===== src/sv/pwu_pkg.sv =====
// pwu_pkg: shared types, codes and constants of the particle weight update block
// no dependencies; imported by every pwu module
package pwu_pkg;

    // input transaction modes
    localparam logic [1:0] MODE_LANDMARK = 2'd0;
    localparam logic [1:0] MODE_OBSERVE  = 2'd1;
    localparam logic [1:0] MODE_PARTICLE = 2'd2;
    localparam logic [1:0] MODE_CLEAR    = 2'd3;

    // configuration register indexes
    localparam int CFG_IDX_W = 2;
    localparam int CFG_DAT_W = 32;
    localparam logic [CFG_IDX_W-1:0] CFG_RANGE_LIMIT = 2'd0;
    localparam logic [CFG_IDX_W-1:0] CFG_INV_VAR_X   = 2'd1;
    localparam logic [CFG_IDX_W-1:0] CFG_INV_VAR_Y   = 2'd2;

    localparam int RANGE_W = 31;
    localparam logic [RANGE_W-1:0] RANGE_RESET = 31'd3276800;
    localparam logic [31:0]        INV_RESET   = 32'd364089;

    // result sum
    localparam int SUM_W = 48;
    localparam logic [SUM_W-1:0] SUM_MAX = 48'hFFFF_FFFF_FFFF;

    // digit-serial multiplier: 64 by 64 bits, 16 bits of b per cycle
    localparam int MUL_W      = 64;
    localparam int DIG_W      = 16;
    localparam int MUL_DIGITS = MUL_W / DIG_W;
    localparam int PROD_W     = 2 * MUL_W;

    // cordic datapath, Q2.30 vector and 2^-32 turn angle
    localparam int CORD_W       = 33;
    localparam int Z_W          = 34;
    localparam int CORDIC_STEPS = 16;
    localparam logic signed [CORD_W-1:0] CORDIC_K = 33'sd652032874;

    typedef struct packed {
        logic                     valid;
        logic                     flip;
        logic signed [CORD_W-1:0] x;
        logic signed [CORD_W-1:0] y;
        logic signed [Z_W-1:0]    z;
    } t_rot;

    // arctangent of 2^-step in units of 2^-32 turn
    function automatic logic signed [Z_W-1:0] atan_turn(input int step);
        logic signed [Z_W-1:0] v;
        case (step)
            0:       v = 34'sd536870912;
            1:       v = 34'sd316933406;
            2:       v = 34'sd167458907;
            3:       v = 34'sd85004756;
            4:       v = 34'sd42667331;
            5:       v = 34'sd21354465;
            6:       v = 34'sd10679838;
            7:       v = 34'sd5340245;
            8:       v = 34'sd2670163;
            9:       v = 34'sd1335087;
            10:      v = 34'sd667544;
            11:      v = 34'sd333772;
            12:      v = 34'sd166886;
            13:      v = 34'sd83443;
            14:      v = 34'sd41722;
            15:      v = 34'sd20861;
            default: v = '0;
        endcase
        return v;
    endfunction

endpackage


===== src/sv/pwu_mul.sv =====
// pwu_mul: unsigned 64 by 64 multiplier, one 16-bit digit of b per cycle
// depends on pwu_pkg (MUL_W, DIG_W, MUL_DIGITS, PROD_W)
module pwu_mul import pwu_pkg::*; (
    input  logic              i_clk,
    input  logic              i_rst_n,
    input  logic              i_start,
    input  logic [MUL_W-1:0]  i_a,
    input  logic [MUL_W-1:0]  i_b,
    output logic              o_done,
    output logic [PROD_W-1:0] o_prod
);

    localparam int CNT_W = (MUL_DIGITS > 1) ? $clog2(MUL_DIGITS) : 1;
    localparam int PP_W  = MUL_W + DIG_W;

    logic [MUL_W-1:0] r_a, r_b, r_hi, r_lo;
    logic [CNT_W-1:0] r_cnt;
    logic             r_busy, r_done;
    logic [PP_W-1:0]  w_pp;
    logic             w_last;

    // partial product of one digit plus the running upper half
    assign w_pp   = PP_W'(r_a) * PP_W'(r_b[DIG_W-1:0]) + PP_W'(r_hi);
    assign w_last = (r_cnt == CNT_W'(MUL_DIGITS - 1));

    always_ff @(posedge i_clk) begin
        if (!i_rst_n) begin
            r_busy <= 1'b0;
            r_done <= 1'b0;
            r_cnt  <= '0;
        end else begin
            r_done <= r_busy && w_last;
            if (i_start) begin
                r_busy <= 1'b1;
                r_cnt  <= '0;
            end else if (r_busy) begin
                r_cnt <= r_cnt + CNT_W'(1);
                if (w_last) begin
                    r_busy <= 1'b0;
                end
            end
        end
    end

    // digits leave at the bottom, low product fills from the top
    always_ff @(posedge i_clk) begin
        if (i_start) begin
            r_a  <= i_a;
            r_b  <= i_b;
            r_hi <= '0;
            r_lo <= '0;
        end else if (r_busy) begin
            r_hi <= w_pp[PP_W-1:DIG_W];
            r_lo <= {w_pp[DIG_W-1:0], r_lo[MUL_W-1:DIG_W]};
            r_b  <= r_b >> DIG_W;
        end
    end

    assign o_done = r_done;
    assign o_prod = {r_hi, r_lo};

endmodule


===== config.mk =====
export PLATFORM = sky130hd
export DESIGN_NAME = pwu_mul
export DESIGN_NICKNAME = d
export VERILOG_FILES = /design/src/sv/pwu_pkg.sv /design/src/sv/pwu_mul.sv
export SDC_FILE = /design/constraint.sdc
export NUM_CORES = 2
export LEC_CHECK = 0
export BUFFER_PORTS_ARGS = -buffer_cell sky130_fd_sc_hd__buf_2
export CAP_MARGIN = 30
export CELL_PAD_IN_SITES_DETAIL_PLACEMENT = 1
export CELL_PAD_IN_SITES_GLOBAL_PLACEMENT = 2
export CORE_MARGIN = 2
export CORE_UTILIZATION = 35
export CTS_CLUSTER_DIAMETER = 100
export CTS_CLUSTER_SIZE = 10
export DETAILED_ROUTE_END_ITERATION = 10
export PLACE_DENSITY = 0.75
export SLEW_MARGIN = 10
export SYNTH_ARGS = -nofsm -noshare
export SYNTH_HDL_FRONTEND = slang
export SYNTH_SLANG_ARGS = --single-unit

===== constraint.sdc =====
create_clock -name i_clk -period 8.3 [get_ports i_clk]
set_input_delay 1.245 -clock i_clk [delete_from_list [all_inputs] [get_ports i_clk]]
set_output_delay 1.245 -clock i_clk [all_outputs]
set_load 0.01 [all_outputs]

# ---- After elaboration in Yosys (flattened, before gate mapping)
# Index checks and enable logic that the tools add are counted.
dict set report word_totals {
  wordCells 20
  ff_bits 260
  output_inout_bits 129
  in_bits 131
}
dict set report op_classes {
  n_addsub 2
  bitwise 1
  n_eq_ne 1
  reduce_logical 3
  n_mul 1
  n_mux 5
}
# operator n
set op_table {}
lappend op_table {{$mux W64} 2}
lappend op_table {{$add A80 B64 Y80} 1}
lappend op_table {{$mul A64 B16 Y80} 1}
lappend op_table {{$mux W1} 3}
lappend op_table {{$add A2 B1 Y2 const B} 1}
lappend op_table {{$eq A2 B2 Y1 const B} 1}
lappend op_table {{$reduce_bool A2 Y1} 1}
lappend op_table {{$reduce_or A2 Y1} 1}
lappend op_table {{$logic_and A1 B1 Y1} 1}
lappend op_table {{$not A1 Y1} 1}

# ---- Depth between registers and ports, before layout
dict set report depth {
  depth_word 4
  mapped_depth 26
  mapped_depth_nobuf 24
}

# ---- Worst setup path after synthesis
# Ideal clock, no wire load.
dict set report synth_timing {
  path_type {register to register}
  startpoint {register r_b[1]}
  endpoint {register r_hi[62]}
  setup_ns 0.247
  path_stages_with_launch 27
  arrival_time_ns 6.261
  setup_slack_ns 1.793
  cell_sequence {edfxtp_1 -> clkbuf_1 -> clkbuf_1 -> nand2_1 -> fa_1 -> inv_1 -> fa_1 -> inv_1 -> fa_1 -> inv_1 -> fa_1 -> fa_1 -> inv_1 -> fa_1 -> inv_1 -> ha_1 -> buf_2 -> a21oi_1 -> o21ai_0 -> o211a_1 -> o31ai_2 -> nor2_1 -> a211oi_2 -> o221ai_2 -> a31o_1 -> nor4_1 -> o32ai_1}
}
dict set report synth_via {
  elab_chain_cells 2
}
# element line_no
set synth_lines {}
lappend synth_lines {{start, declared} pwu_mul.sv:16} ;# logic [MUL_W-1:0] r_a, r_b, r_hi, r_lo;
lappend synth_lines {{start signal, assigned} pwu_mul.sv:49} ;# r_b <= i_b;
lappend synth_lines {{start signal, assigned} pwu_mul.sv:55} ;# r_b <= r_b >> DIG_W;
lappend synth_lines {{$mul A64 B16 Y80} pwu_mul.sv:23} ;# assign w_pp = PP_W'(r_a) * PP_W'(r_b[DIG_W-1:0]) + PP_W'(r_hi);
lappend synth_lines {{$add A80 B64 Y80} pwu_mul.sv:23}
lappend synth_lines {{end signal, assigned} pwu_mul.sv:53} ;# r_hi <= w_pp[PP_W-1:DIG_W];
lappend synth_lines {{end, declared} pwu_mul.sv:16}
# No other way between the ends.
# A chain may end at the register's enable or synchronous reset.

# ---- Final worst setup path
dict set report layout_timing {
  startpoint {register r_b[6]}
  endpoint {register r_hi[60]}
}
# Same word-level chain as after synthesis.

==> impl_metrics.env <==
export IMPL_slew_violations=0
export IMPL_initial_core_util=0.3525
export IMPL_portBuffers=259
export IMPL_outcome="finished clean"
export IMPL_synth_avg_cell_area_um2=9.299
export IMPL_fill_cells=14170
export IMPL_core_area_um2=121700
export IMPL_cts_resized_gates=0
export IMPL_cp_required_ps=8760
export IMPL_critPathMaxFanout=21
export IMPL_multi_input_area_um2=31230
export IMPL_clk_pin_slew_ps=60
export IMPL_fin_util=0.3895
export IMPL_fin_skew_ps=46.07
export IMPL_finalSetupViolations=0
export IMPL_die_h_um=354.1
export IMPL_slew_headroom=0.3209
export IMPL_antenna_found_initial=10
export IMPL_via_per_inst=4.901
export IMPL_rr_startpoint="r_b[6]$_DFFE_PP_"
export IMPL_cts_root_buffer="clkbuf_16"
export IMPL_ys_ff_latch=260
export IMPL_post_route_drc_count=0
export IMPL_fin_crit_ps=7854
export IMPL_cts_tree="built"
export IMPL_ant_nets=0
export IMPL_holdCritPathClass="flip-flop to flip-flop"
export IMPL_area_growth_pct=10.50
export IMPL_worst_pin_slew_ps=1019
export IMPL_max_freq_mhz=127.3
export IMPL_hp_start="r_hi[53]$_SDFFE_PP0P_"
export IMPL_syn_nets=5830
export IMPL_die_area_um2=125400
export IMPL_r2r_cells=24
export IMPL_tns_ps=0
export IMPL_cp_arrival_ps=8320
export IMPL_clock_sinks=260
export IMPL_r2r_end="r_hi[60]$_SDFFE_PP0P_"
export IMPL_wire_per_inst_um=22.35
export IMPL_nets=5972
export IMPL_whs_path_depth=2
export IMPL_ys_types=77
export IMPL_worstSetupEndpointType="flip-flop"
export IMPL_synth_edf_count=128
export IMPL_postCtsSetupBuffers=0
export IMPL_gp_congestion=0.8949
export IMPL_cts_max_path_buffers=3
export IMPL_vias=31420
export IMPL_finalCritPeriodShare=0.9463
export IMPL_core_rowCount=128
export IMPL_grt_pass1_vias=35960
export IMPL_top_level_ports=260
export IMPL_htree_num_levels=2
export IMPL_yosysSeqAreaShare=0.1512
export IMPL_synthCells=4614
export IMPL_grt_overflow=0
export IMPL_ys_warn_count=0
export IMPL_critPathKind="flip-flop to flip-flop"
export IMPL_grt_pass1_wl_um=222500
export IMPL_syn_area_um2=42900
export IMPL_die_x_um=354.1
export IMPL_ys_flop_type="dfxtp_1"
export IMPL_cts_made_buffers=39
export IMPL_worst_r2r_setup_slack_ps=450
export IMPL_drive_gt1_frac=0.1014
export IMPL_drt_initial_drc_count=1323
export IMPL_async_flop_share=0
export IMPL_rsz0062_at_grt="no"
export IMPL_grt_use_total=0.2338
export IMPL_min_to="r_hi[53]$_SDFFE_PP0P_"
export IMPL_clk_latency_ps=640
export IMPL_register_area_um2=6490
export IMPL_holdBufCountCts=0
export IMPL_maxCapViolations=0
export IMPL_firstDrtPassIters=5
export IMPL_hold_violations=0
export IMPL_totalWireLength_um=143300
export IMPL_cp_start_kind="flip-flop"
export IMPL_dp_hpwl_um=114400
export IMPL_grt_max_degree=115
stage by stage:
| step | cell area (um2) | std cells | hold slack, ps | setup WS (ps) |
|---|---|---|---|---|
| detailed placement | 46170 | 6340 | 480.6 | 513.5 |
| floorplan | 42900 | 4614 | 464.7 | 1793 |
| finish | 47410 | 6411 | 491.9 | 445.5 |
| CTS | 47400 | 6408 | 491.1 | 496.1 |
| global placement | 46120 | 6338 | 469.7 | 532.1 |
| global route | 47410 | 6410 | 523.9 | 120.3 |
state kept, by name, indices dropped and copies added, names as in the netlist:
signal / flops
r_b: 64
r_cnt: 2
r_busy: 1
r_hi: 64
r_lo: 64
r_a: 64
o_done: 1
worst max path at each step:
| stage | startpoint | cells after the start | endpoint |
|---|---|---|---|
| finish | r_b[6]$_DFFE_PP_ | 24 | r_hi[60]$_SDFFE_PP0P_ |
| floorplan | r_b[1]$_DFFE_PP_ | 26 | r_hi[62]$_SDFFE_PP0P_ |
| detailed placement | r_b[6]$_DFFE_PP_ | 24 | r_hi[60]$_SDFFE_PP0P_ |
| global placement | r_b[6]$_DFFE_PP_ | 24 | r_hi[60]$_SDFFE_PP0P_ |
| CTS | r_b[6]$_DFFE_PP_ | 24 | r_hi[60]$_SDFFE_PP0P_ |
| global route | r_b[6]$_DFFE_PP_ | 24 | r_hi[60]$_SDFFE_PP0P_ |
worst max-delay path, stage by stage (launching register included):
cell and delay (ps):
edfxtp_1 890, buf_4 400, nand2_1 110, fa_1 520, inv_1 50, fa_1 470
inv_1 60, fa_1 510, inv_1 60, fa_1 530, fa_1 520, inv_1 50
fa_1 480, inv_1 40, ha_1 490, nand4_1 200, nor3_1 380, nand3_1 160
a41o_1 270, o21a_1 180, a221oi_2 530, o22ai_1 310, o21ai_1 230, xnor2_1 170
o22ai_1 90
synth_stat cells, drive strengths merged, types with 4 or more instances:
cell type	instances	share of area
mux2	49	0.013
and3	9	0.0013
nand4	29	0.0042
mux2i	101	0.024
edfxtp	128	0.090
nor2b	10	0.0015
ha	155	0.045
nand2	717	0.063
o21ai	53	0.0063
o31ai	11	0.0020
o21a	18	0.0031
nand3b	5	0.00087
buf	30	0.0038
a31oi	5	0.00073
o22ai	22	0.0032
xor2	31	0.0063
a211oi	13	0.0026
inv	1113	0.097
nor3	11	0.0013
nand3	10	0.0012
nand2b	11	0.0016
dfxtp	132	0.062
nor2	162	0.014
o211ai	4	0.00070
clkbuf	218	0.019
a21o	30	0.0052
and4	7	0.0015
fa	930	0.43
o21bai	14	0.0024
a21oi	96	0.012
a21boi	4	0.00070
xnor2	41	0.0084
and2	401	0.058
kinds of logic after synthesis:
kind of cell / synth area share
AO/OA/AOI/OAI: 0.04678
adder cells (fa/ha/maj): 0.4791
XOR/XNOR: 0.01470
buffers and inverters: 0.1210
AND/OR/NAND/NOR: 0.1508
multiplexers: 0.03642
flip-flops: 0.1512
layer usage:
metal | global-route usage | routed length (um) | up-vias
met2 | 0.3921 | 68810 | 727
li1 | - | - | 13840
met3 | 0.03075 | 6478 | 167
met1 | 0.3192 | 64170 | 16680
met4 | 0.06059 | 3771 | 6
met5 | 0 | 34 | -
cell usage in the layout, fill, tap and decap left out, types with 6 or more instances in the layout:
master,instances
nand2b_1,11
mux2i_1,101
ha_1,155
o21a_1,18
nor3_1,11
mux2_2,49
xnor2_1,41
and2_1,400
o22ai_1,22
and3_1,9
buf_12,18
nand3_1,10
buf_2,258
buf_4,72
inv_1,1112
edfxtp_1,128
nand4_1,29
xor2_1,31
nor2b_1,10
dfxtp_1,131
a211oi_1,10
o31ai_1,10
clkbuf_16,40
fa_1,930
clkbuf_1,10
a21oi_1,91
o21ai_0,46
nand2_1,716
nor2_1,161
a21o_1,30
o21ai_1,6
o21bai_1,14
cell type report:
| class | instances | area share |
|---|---|---|
| repair buffers | 350 | 0.04713 |
| clock inverters | 16 | 0.003642 |
| inverters | 1113 | 0.08817 |
| multi-input cells | 2992 | 0.6586 |
| flip-flops and latches | 260 | 0.1369 |
| clock buffers | 52 | 0.02248 |
| diodes | 3 | 0.0001583 |
| well taps | 1625 | 0.04288 |
Power is not shown: default switching activity piles up to over one toggle a cycle in this logic, so the estimate is an artifact.
