$ cat src/sv/pwu_pkg.sv
// pwu_pkg: shared types, codes and constants of the particle weight update block
// no dependencies; imported by every pwu module
package pwu_pkg;

    // input transaction modes
    localparam logic [1:0] MODE_LANDMARK = 2'd0;
    localparam logic [1:0] MODE_OBSERVE  = 2'd1;
    localparam logic [1:0] MODE_PARTICLE = 2'd2;
    localparam logic [1:0] MODE_CLEAR    = 2'd3;

    // configuration register indexes
    localparam int CFG_IDX_W = 2;
    localparam int CFG_DAT_W = 32;
    localparam logic [CFG_IDX_W-1:0] CFG_RANGE_LIMIT = 2'd0;
    localparam logic [CFG_IDX_W-1:0] CFG_INV_VAR_X   = 2'd1;
    localparam logic [CFG_IDX_W-1:0] CFG_INV_VAR_Y   = 2'd2;

    localparam int RANGE_W = 31;
    localparam logic [RANGE_W-1:0] RANGE_RESET = 31'd3276800;
    localparam logic [31:0]        INV_RESET   = 32'd364089;

    // result sum
    localparam int SUM_W = 48;
    localparam logic [SUM_W-1:0] SUM_MAX = 48'hFFFF_FFFF_FFFF;

    // digit-serial multiplier: 64 by 64 bits, 16 bits of b per cycle
    localparam int MUL_W      = 64;
    localparam int DIG_W      = 16;
    localparam int MUL_DIGITS = MUL_W / DIG_W;
    localparam int PROD_W     = 2 * MUL_W;

    // cordic datapath, Q2.30 vector and 2^-32 turn angle
    localparam int CORD_W       = 33;
    localparam int Z_W          = 34;
    localparam int CORDIC_STEPS = 16;
    localparam logic signed [CORD_W-1:0] CORDIC_K = 33'sd652032874;

    typedef struct packed {
        logic                     valid;
        logic                     flip;
        logic signed [CORD_W-1:0] x;
        logic signed [CORD_W-1:0] y;
        logic signed [Z_W-1:0]    z;
    } t_rot;

    // arctangent of 2^-step in units of 2^-32 turn
    function automatic logic signed [Z_W-1:0] atan_turn(input int step);
        logic signed [Z_W-1:0] v;
        case (step)
            0:       v = 34'sd536870912;
            1:       v = 34'sd316933406;
            2:       v = 34'sd167458907;
            3:       v = 34'sd85004756;
            4:       v = 34'sd42667331;
            5:       v = 34'sd21354465;
            6:       v = 34'sd10679838;
            7:       v = 34'sd5340245;
            8:       v = 34'sd2670163;
            9:       v = 34'sd1335087;
            10:      v = 34'sd667544;
            11:      v = 34'sd333772;
            12:      v = 34'sd166886;
            13:      v = 34'sd83443;
            14:      v = 34'sd41722;
            15:      v = 34'sd20861;
            default: v = '0;
        endcase
        return v;
    endfunction

endpackage

$ cat src/sv/pwu_cordic_cell.sv
// pwu_cordic_cell: one registered micro-rotation of the sine/cosine chain
// depends on pwu_pkg (t_rot, atan_turn)
module pwu_cordic_cell import pwu_pkg::*; #(
    parameter int STEP = 0
) (
    input  logic i_clk,
    input  logic i_rst_n,
    input  t_rot i_rot,
    output t_rot o_rot
);

    localparam logic signed [Z_W-1:0] ATAN = atan_turn(STEP);

    logic signed [CORD_W-1:0] w_x, w_y, w_dx, w_dy;
    logic signed [Z_W-1:0]    w_z;
    t_rot                     r_rot;

    // flooring shifts of the incoming vector
    always_comb begin
        w_x  = i_rot.x;
        w_y  = i_rot.y;
        w_z  = i_rot.z;
        w_dx = w_y >>> STEP;
        w_dy = w_x >>> STEP;
    end

    // valid travels with reset
    always_ff @(posedge i_clk) begin
        if (!i_rst_n) begin
            r_rot.valid <= 1'b0;
        end else begin
            r_rot.valid <= i_rot.valid;
        end
    end

    // rotate toward zero residual angle
    always_ff @(posedge i_clk) begin
        r_rot.flip <= i_rot.flip;
        if (w_z >= 0) begin
            r_rot.x <= w_x - w_dx;
            r_rot.y <= w_y + w_dy;
            r_rot.z <= w_z - ATAN;
        end else begin
            r_rot.x <= w_x + w_dx;
            r_rot.y <= w_y - w_dy;
            r_rot.z <= w_z + ATAN;
        end
    end

    assign o_rot = r_rot;

endmodule

$ cat src/sv/pwu_cordic.sv
// pwu_cordic: heading fold, chain of cordic cells and final sign fix
// depends on pwu_pkg and pwu_cordic_cell
module pwu_cordic import pwu_pkg::*; (
    input  logic                     i_clk,
    input  logic                     i_rst_n,
    input  logic                     i_valid,
    input  logic [15:0]              i_heading,
    output logic                     o_valid,
    output logic signed [CORD_W-1:0] o_cos,
    output logic signed [CORD_W-1:0] o_sin
);

    logic signed [16:0]       w_ang;
    logic signed [16:0]       w_fold;
    logic                     w_flip;
    t_rot                     w_rot [CORDIC_STEPS+1];
    t_rot                     r_head;
    logic                     r_valid;
    logic signed [CORD_W-1:0] r_cos, r_sin;

    // fold the heading into a quarter turn either side of zero
    always_comb begin
        w_ang  = 17'($signed(i_heading));
        w_fold = w_ang;
        w_flip = 1'b0;
        if (w_ang > 17'sd16384) begin
            w_fold = w_ang - 17'sd32768;
            w_flip = 1'b1;
        end else if (w_ang < -17'sd16384) begin
            w_fold = w_ang + 17'sd32768;
            w_flip = 1'b1;
        end
    end

    always_ff @(posedge i_clk) begin
        if (!i_rst_n) begin
            r_head.valid <= 1'b0;
        end else begin
            r_head.valid <= i_valid;
        end
    end

    always_ff @(posedge i_clk) begin
        r_head.flip <= w_flip;
        r_head.x    <= CORDIC_K;
        r_head.y    <= '0;
        r_head.z    <= Z_W'(w_fold) <<< 16;
    end

    assign w_rot[0] = r_head;

    // row of micro-rotation cells
    for (genvar g = 0; g < CORDIC_STEPS; g++) begin : g_cell
        pwu_cordic_cell #(
            .STEP (g)
        ) u_cell (
            .i_clk   (i_clk),
            .i_rst_n (i_rst_n),
            .i_rot   (w_rot[g]),
            .o_rot   (w_rot[g+1])
        );
    end

    // undo the fold
    always_ff @(posedge i_clk) begin
        if (!i_rst_n) begin
            r_valid <= 1'b0;
        end else begin
            r_valid <= w_rot[CORDIC_STEPS].valid;
        end
    end

    always_ff @(posedge i_clk) begin
        r_cos <= w_rot[CORDIC_STEPS].flip ? -w_rot[CORDIC_STEPS].x : w_rot[CORDIC_STEPS].x;
        r_sin <= w_rot[CORDIC_STEPS].flip ? -w_rot[CORDIC_STEPS].y : w_rot[CORDIC_STEPS].y;
    end

    assign o_valid = r_valid;
    assign o_cos   = r_cos;
    assign o_sin   = r_sin;

endmodule

$ cat config.mk
export PLATFORM = sky130hd
export DESIGN_NAME = pwu_cordic
export DESIGN_NICKNAME = d
export VERILOG_FILES = /design/src/sv/pwu_pkg.sv /design/src/sv/pwu_cordic_cell.sv /design/src/sv/pwu_cordic.sv
export SDC_FILE = /design/constraint.sdc
export NUM_CORES = 2
export LEC_CHECK = 0
export BUFFER_PORTS_ARGS = -buffer_cell sky130_fd_sc_hd__buf_2
export CORE_AREA = 3 3 356 621
export CTS_CLUSTER_SIZE = 10
export DETAILED_ROUTE_END_ITERATION = 10
export DIE_AREA = 0 0 359 624
export PLACE_DENSITY = 0.68
export SLEW_MARGIN = 20
export SYNTH_ARGS = -nofsm -noshare
export SYNTH_HDL_FRONTEND = slang
export SYNTH_SLANG_ARGS = --single-unit
$ cat constraint.sdc
create_clock -name i_clk -period 5 [get_ports i_clk]
set_clock_uncertainty 0.05 [all_clocks]
set_input_delay 1 -clock i_clk [delete_from_list [all_inputs] [get_ports i_clk]]
set_output_delay 1 -clock i_clk [all_outputs]
set_load 0.01 [all_outputs]
---- After elaboration in Yosys (flattened, before gate mapping) ----
Index checks and enable logic that the tools add are counted.
storage, ports and cells
  flip-flop bits (word level) ............. 1681
cells by class
  muxes and demuxes ....................... 21
  add/subtract/negate cells ............... 96
  order comparisons ....................... 18
operator list
  kind                 count
  $mux 100             15
  $ge 34x1->1 const B  15
  $add 33x30->33       3
  $sub 33x30->33       3
  $mux 67              1
  $add 33x18->33       2
  $add 33x19->33       2
  $add 33x20->33       2
  $add 33x21->33       2
  $add 33x22->33       2
  $add 33x23->33       2
  $add 33x24->33       2
  $add 33x25->33       2
  $add 33x26->33       2
  $add 33x27->33       2
  $add 33x28->33       2
  $add 33x29->33       2
  $add 33x31->33       2
  $mux 33              2
  $neg 33->33          2
  $sub 33x18->33       2
  $sub 33x19->33       2
  $sub 33x20->33       2
  $sub 33x21->33       2
  50 further kinds     60

---- Logic depth before layout (Yosys ltp) ----
  depth in word-level cells ............... 3
  mapped depth ............................ 23
  gate-level depth less buffers ........... 22

---- Cells and area by module ----
A second synthesis with hierarchy kept.
unflattened totals
  cell total of the unflattened synthesis .. 16374
  area, all modules ....................... 135756.5 µm²
by module, submodules not included
  module                               area an instance (µm²)  times used  cells each
  pwu_cordic_cell (g_cell[2].u_cell)   8559.5                  1           1059
  pwu_cordic_cell (g_cell[7].u_cell)   8548.2                  1           1021
  pwu_cordic_cell (g_cell[10].u_cell)  8541.9                  1           1045
  pwu_cordic_cell (g_cell[8].u_cell)   8504.4                  1           1055
  pwu_cordic_cell (g_cell[9].u_cell)   8455.6                  1           1028
  pwu_cordic_cell (g_cell[5].u_cell)   8449.4                  1           1030
  pwu_cordic_cell (g_cell[4].u_cell)   8345.5                  1           1023
  pwu_cordic_cell (g_cell[1].u_cell)   8267.9                  1           990
  pwu_cordic_cell (g_cell[6].u_cell)   8266.7                  1           993
  pwu_cordic_cell (g_cell[11].u_cell)  8199.1                  1           968
  pwu_cordic_cell (g_cell[3].u_cell)   8165.3                  1           986
  pwu_cordic_cell (g_cell[0].u_cell)   8097.8                  1           1024
  pwu_cordic_cell (g_cell[15].u_cell)  8096.5                  1           977
  pwu_cordic_cell (g_cell[14].u_cell)  8084.0                  1           985
  3 more rows                          n/a                     n/a         n/a

---- Least setup slack after synthesis ----
No wires, ideal clock.
  path type ............................... register to register
  from .................................... register g_cell[7].u_cell.r_rot (netlist bit g_cell[7].u_cell.o_rot[33])
  to ...................................... register g_cell[8].u_cell.r_rot (netlist bit g_cell[8].u_cell.o_rot[63])
  arrival ................................. 4841 ps
  setup slack ............................. -13 ps
  cell stages (with the launch flop) ...... 23
  clock period less this slack ............ 5013 ps
  data required time ...................... 4829 ps
  cells stage by stage .................... dfxtp_1 inv_1 ha_1 nor4b_1 nand4_1 nor2_1 nor2_1 inv_1 clkbuf_1 buf_1 nor2_1 xor2_1 ha_1 a21oi_1 o21ai_0 or3_1 a311oi_1 o31ai_1 a221oi_1 a21oi_1 o21ai_0 mux2i_1 nand2_1
between the ends
  word-level cells in the longest chain between the ends .. 2
RTL lines
  item         line                   RTL
  from (decl)  pwu_cordic_cell.sv:16  t_rot r_rot;
  $ge 34x1->1  pwu_cordic_cell.sv:39  if (w_z >= 0) begin
  $mux 100     pwu_cordic_cell.sv:39
  to (decl)    pwu_cordic_cell.sv:16
No other way between the ends.
A chain may end at the register's enable or synchronous reset.

---- Worst setup path after layout ----
  from .................................... register g_cell[9].u_cell.r_rot (netlist bit g_cell[9].u_cell.o_rot[28])
  to ...................................... register g_cell[10].u_cell.r_rot (netlist bit g_cell[10].u_cell.o_rot[32])
between the ends
  word-level cells in the longest chain between the ends .. 2
  elaborated cells on any way between the ends .. 4
  those cells by class .................... add/sub (2); order compare (1); mux (1)
RTL lines
  item                                    line                   RTL
  from (decl)                             pwu_cordic_cell.sv:16
  $add 34x21->34 (tied with other cells)  pwu_cordic_cell.sv:46  r_rot.z <= w_z + ATAN;
  $mux 100 (*)                            pwu_cordic_cell.sv:39
  to (decl)                               pwu_cordic_cell.sv:16
Mark *: on every way between the ends. The rest lies on a longest branch, timed or not.

==> qor.yml <==
outcome: "completed"
ys_seq_area_frac: 0.2816
htree_levels: 4
fill_cells: 19830
start_util: 0.4988
critPathMaxFanout: 19
timing.fmax_mhz: 204.1
grt_pass1_vias: 99010
cts_num_sinks: 1520
drt_iter0_drc: 4262
yosysWarnings: 0
dieArea_sq_um: 224000
clk_path_buf_depth: 4
rr_endpoint: "g_cell[10].u_cell.o_rot[32]$_DFF_P_"
area_growth_pct: 12.83
criticalPathCategory: "reg -> reg"
root_buffer: "clkbuf_16"
io_pins: 86
setup_viol: 0
grtUsageTotal: 0.2901
worstPathRequired_ns: 5.68
clk_latency_ns: 0.87
hpwlAfterDp_mm: 278.2
rows: 226
groute.layer.met2.usage: 0.5913
gp_congestion: 1.038
routedWlPerCell_um: 21.03
grtUsageMet3: 0.03601
relSlewSlack: 0.3176
hold_viol_final: 0
r2r_start: "g_cell[9].u_cell.o_rot[28]$_DFF_P_"
worstMarginPinSlew_ns: 1.016
clkSlewWorstSetupHoldPaths_ns: 0.06
ys_ff_latch: 1520
dr.pass1.iters: 6
die_h_um: 624
fin_util: 0.5628
grtUsageMet1: 0.2216
grt_max_degree: 63
drc: 0
grt.busiest_layer: "met2"
async_reset_ff_frac: 0
critPathCaptureType: "flip-flop"
drv_slew: 0
worstHoldEndpoint: "r_head[26]$_DFF_P_"
ff2ff_path_depth: 21
cts_buffers: 183
syn-num-nets: 14050
wirelength_mm: 340.3
ff_latch_area_sq_um: 30440
port_buffers: 85
overflow: 0
dr_total_vias: 96260
nets: 14720
period_share: 0.9798
dp.cells: 15930
hold_path_class: "in -> reg"
synth_edf_count: 0
setup_tns_ns: 0
final_antenna_net_count: 0
max_cap_viol_count: 0
synth_flop_cell: "dfxtp_1"
die_w_um: 359
timing.final.crit_period_ns: 4.899
hold_ws_ns: 0.2062
final_cells: 16180
min_from: "i_heading[10]"
synth_cell_type_count: 92
tritoncts: "built"
start_kind: "flip-flop"
rsz0062_at_grt: "yes"
antenna_found_initial: 5
syn_inst: 12630
final_layout_size_suffix_gt1_frac: 0.08751
r2r_slack_ns: 0.10
core_area_sq_um: 216600
cp.arrival_ns: 5.57
hold_depth: 1
multi_input_comb_area_sq_um: 75990
grt_pass1_wl_mm: 521.0
via_per_inst: 5.950
syn-mean-instance-area_sq_um: 8.556
synth_area_sq_um: 108000
==> kinds of logic (layout without fill, tap and decap cells) <==
family                     after synthesis  count (layout)  synth area share
xor gates and xnor gates              1834            1834            0.1487
and+or+nand+nor                       3229            3230            0.1454
muxes                                   51              51          0.004806
AOI/OAI and AO/OA                     3882            3882            0.2293
other                                    1               4        0.00003471
adders and majority gates             1404            1404            0.1654
buffers and inverters                  707            1402           0.02464
DFF                                   1520            1520            0.2816
==> state kept, by name, summed over array words and instances (netlist names) <==
| signal | flops |
|---|---|
| g_cell.u_cell.o_rot | 1434 |
| o_cos | 33 |
| o_sin | 33 |
| r_head | 19 |
| o_valid | 1 |
==> Yosys cell counts (29+ instances only) <==
| master | number | area (sq um) |
|---|---|---|
| a31oi_1 | 100 | 625.6 |
| nand2_1 | 766 | 2875 |
| nand4_1 | 98 | 613.1 |
| and3_1 | 115 | 719.4 |
| or4_1 | 93 | 698.2 |
| a21o_1 | 578 | 4339 |
| o21ai_1 | 40 | 200.2 |
| a211o_1 | 35 | 306.5 |
| o31ai_1 | 225 | 1689 |
| a21oi_1 | 1190 | 5956 |
| a21boi_0 | 43 | 322.8 |
| nand2b_1 | 213 | 1333 |
| and2_1 | 68 | 425.4 |
| nor4_1 | 121 | 757.0 |
| o41ai_1 | 111 | 972.2 |
| dfxtp_1 | 1520 | 30430 |
| mux2i_1 | 44 | 440.4 |
| inv_1 | 510 | 1914 |
| nor3_1 | 233 | 1166 |
| a211oi_1 | 104 | 780.8 |
| o21ai_0 | 718 | 3593 |
| clkbuf_1 | 176 | 660.6 |
| o21a_1 | 209 | 1569 |
| ha_1 | 1363 | 17050 |
| o211ai_1 | 34 | 255.2 |
| fa_1 | 41 | 820.8 |
| xnor2_1 | 1193 | 10450 |
| xor2_1 | 640 | 5605 |
| or3_1 | 95 | 594.3 |
| o22ai_1 | 29 | 181.4 |
| or2_2 | 56 | 350.3 |
| o21bai_1 | 186 | 1396 |
| nand3_1 | 241 | 1206 |
| nor2_1 | 900 | 3378 |
| nor2b_1 | 159 | 994.7 |
==> routing by layer <==
layer	up-vias	part of all wire
met5	-	0.000032
met4	2	0.12
met3	1573	0.031
met2	2501	0.55
met1	45170	0.30
li1	47010	-
==> cell usage in the layout (no fill, tap or decap), drive strengths merged, types with 25 or more instances in the layout <==
master      n
a2111oi    25
a211o      35
a211oi    104
a21boi     50
a21o      578
a21oi    1190
a31o       27
a31oi     100
and2       68
and3      116
buf       670
clkbuf    206
dfxtp    1520
fa         41
ha       1363
inv       512
mux2i      44
nand2     766
nand2b    213
nand3     241
nand4      98
nor2      901
nor2b     159
nor3      233
nor4      121
o211ai     34
o21a      209
o21ai     758
o21bai    186
o22ai      29
o31a       26
o31ai     225
o41ai     112
or2        56
or3        96
or4        96
xnor2    1193
xor2      641
==> through the flow <==
stage                     area, sq um  setup WS (ns)
final                          121900         0.1009
after global routing           121900        -0.1023
after CTS                      120800       0.007204
after detailed placement       115600        -0.4116
after global placement         115600        -0.5588
after floorplan                108100         0.1827
==> repair_timing <==
action	CTS	global route
hold buffers	0	0
setup endpoints to repair	46	150
cloned	0	1
pin swaps	6	43
resized for setup	29	215
setup buffers	8	20
==> critical path, cell delays in order (launching register included) <==
cell and delay [ns]:
dfxtp_1 0.32, nor4_2 0.29, buf_4 0.15, nand4_1 0.23, nor2_2 0.25, nor2_4 0.08
buf_6 0.14, clkinvlp_4 0.13, buf_6 0.22, ha_1 0.22, a21oi_1 0.10, o211ai_1 0.21
nand4_1 0.22, o21a_1 0.26, o41ai_1 0.69, buf_4 0.25, nand4_1 0.14, a41oi_1 0.24
buf_4 0.15, a311o_1 0.19, a21oi_1 0.09, xor2_1 0.14
==> cell type report <==
type                            count  share of cell area
Antenna cell                        3          0.00006158
Clock buffer                      206             0.03928
Clock inverter                     11            0.001416
Inverter                          515             0.01599
Multi-Input combinational cell  10400              0.6233
Sequential cell                  1520              0.2497
Tap cell                         2850             0.02925
Timing Repair Buffer              670             0.04095
==> how the worst max path moves through the flow <==
| stage | startpoint | slack, ns | depth (start not counted) | end |
|---|---|---|---|---|
| final | g_cell[9].u_cell.o_rot[28]$_DFF_P_ | 0.10 | 21 | g_cell[10].u_cell.o_rot[32]$_DFF_P_ |
| after global routing | g_cell[8].u_cell.o_rot[50]$_DFF_P_ | -0.10 | 17 | g_cell[9].u_cell.o_rot[99]$_DFF_P_ |
| after CTS | g_cell[9].u_cell.o_rot[33]$_DFF_P_ | 0.007 | 22 | g_cell[10].u_cell.o_rot[32]$_DFF_P_ |
| after detailed placement | g_cell[9].u_cell.o_rot[25]$_DFF_P_ | -0.41 | 23 | g_cell[10].u_cell.o_rot[99]$_DFF_P_ |
| after global placement | g_cell[9].u_cell.o_rot[25]$_DFF_P_ | -0.56 | 23 | g_cell[10].u_cell.o_rot[99]$_DFF_P_ |
| after floorplan | g_cell[9].u_cell.o_rot[33]$_DFF_P_ | 0.18 | 22 | g_cell[10].u_cell.o_rot[98]$_DFF_P_ |
Power is left out: the tool's default activity adds up to more than one toggle a clock period on the data nets, which glitch-free logic cannot reach.
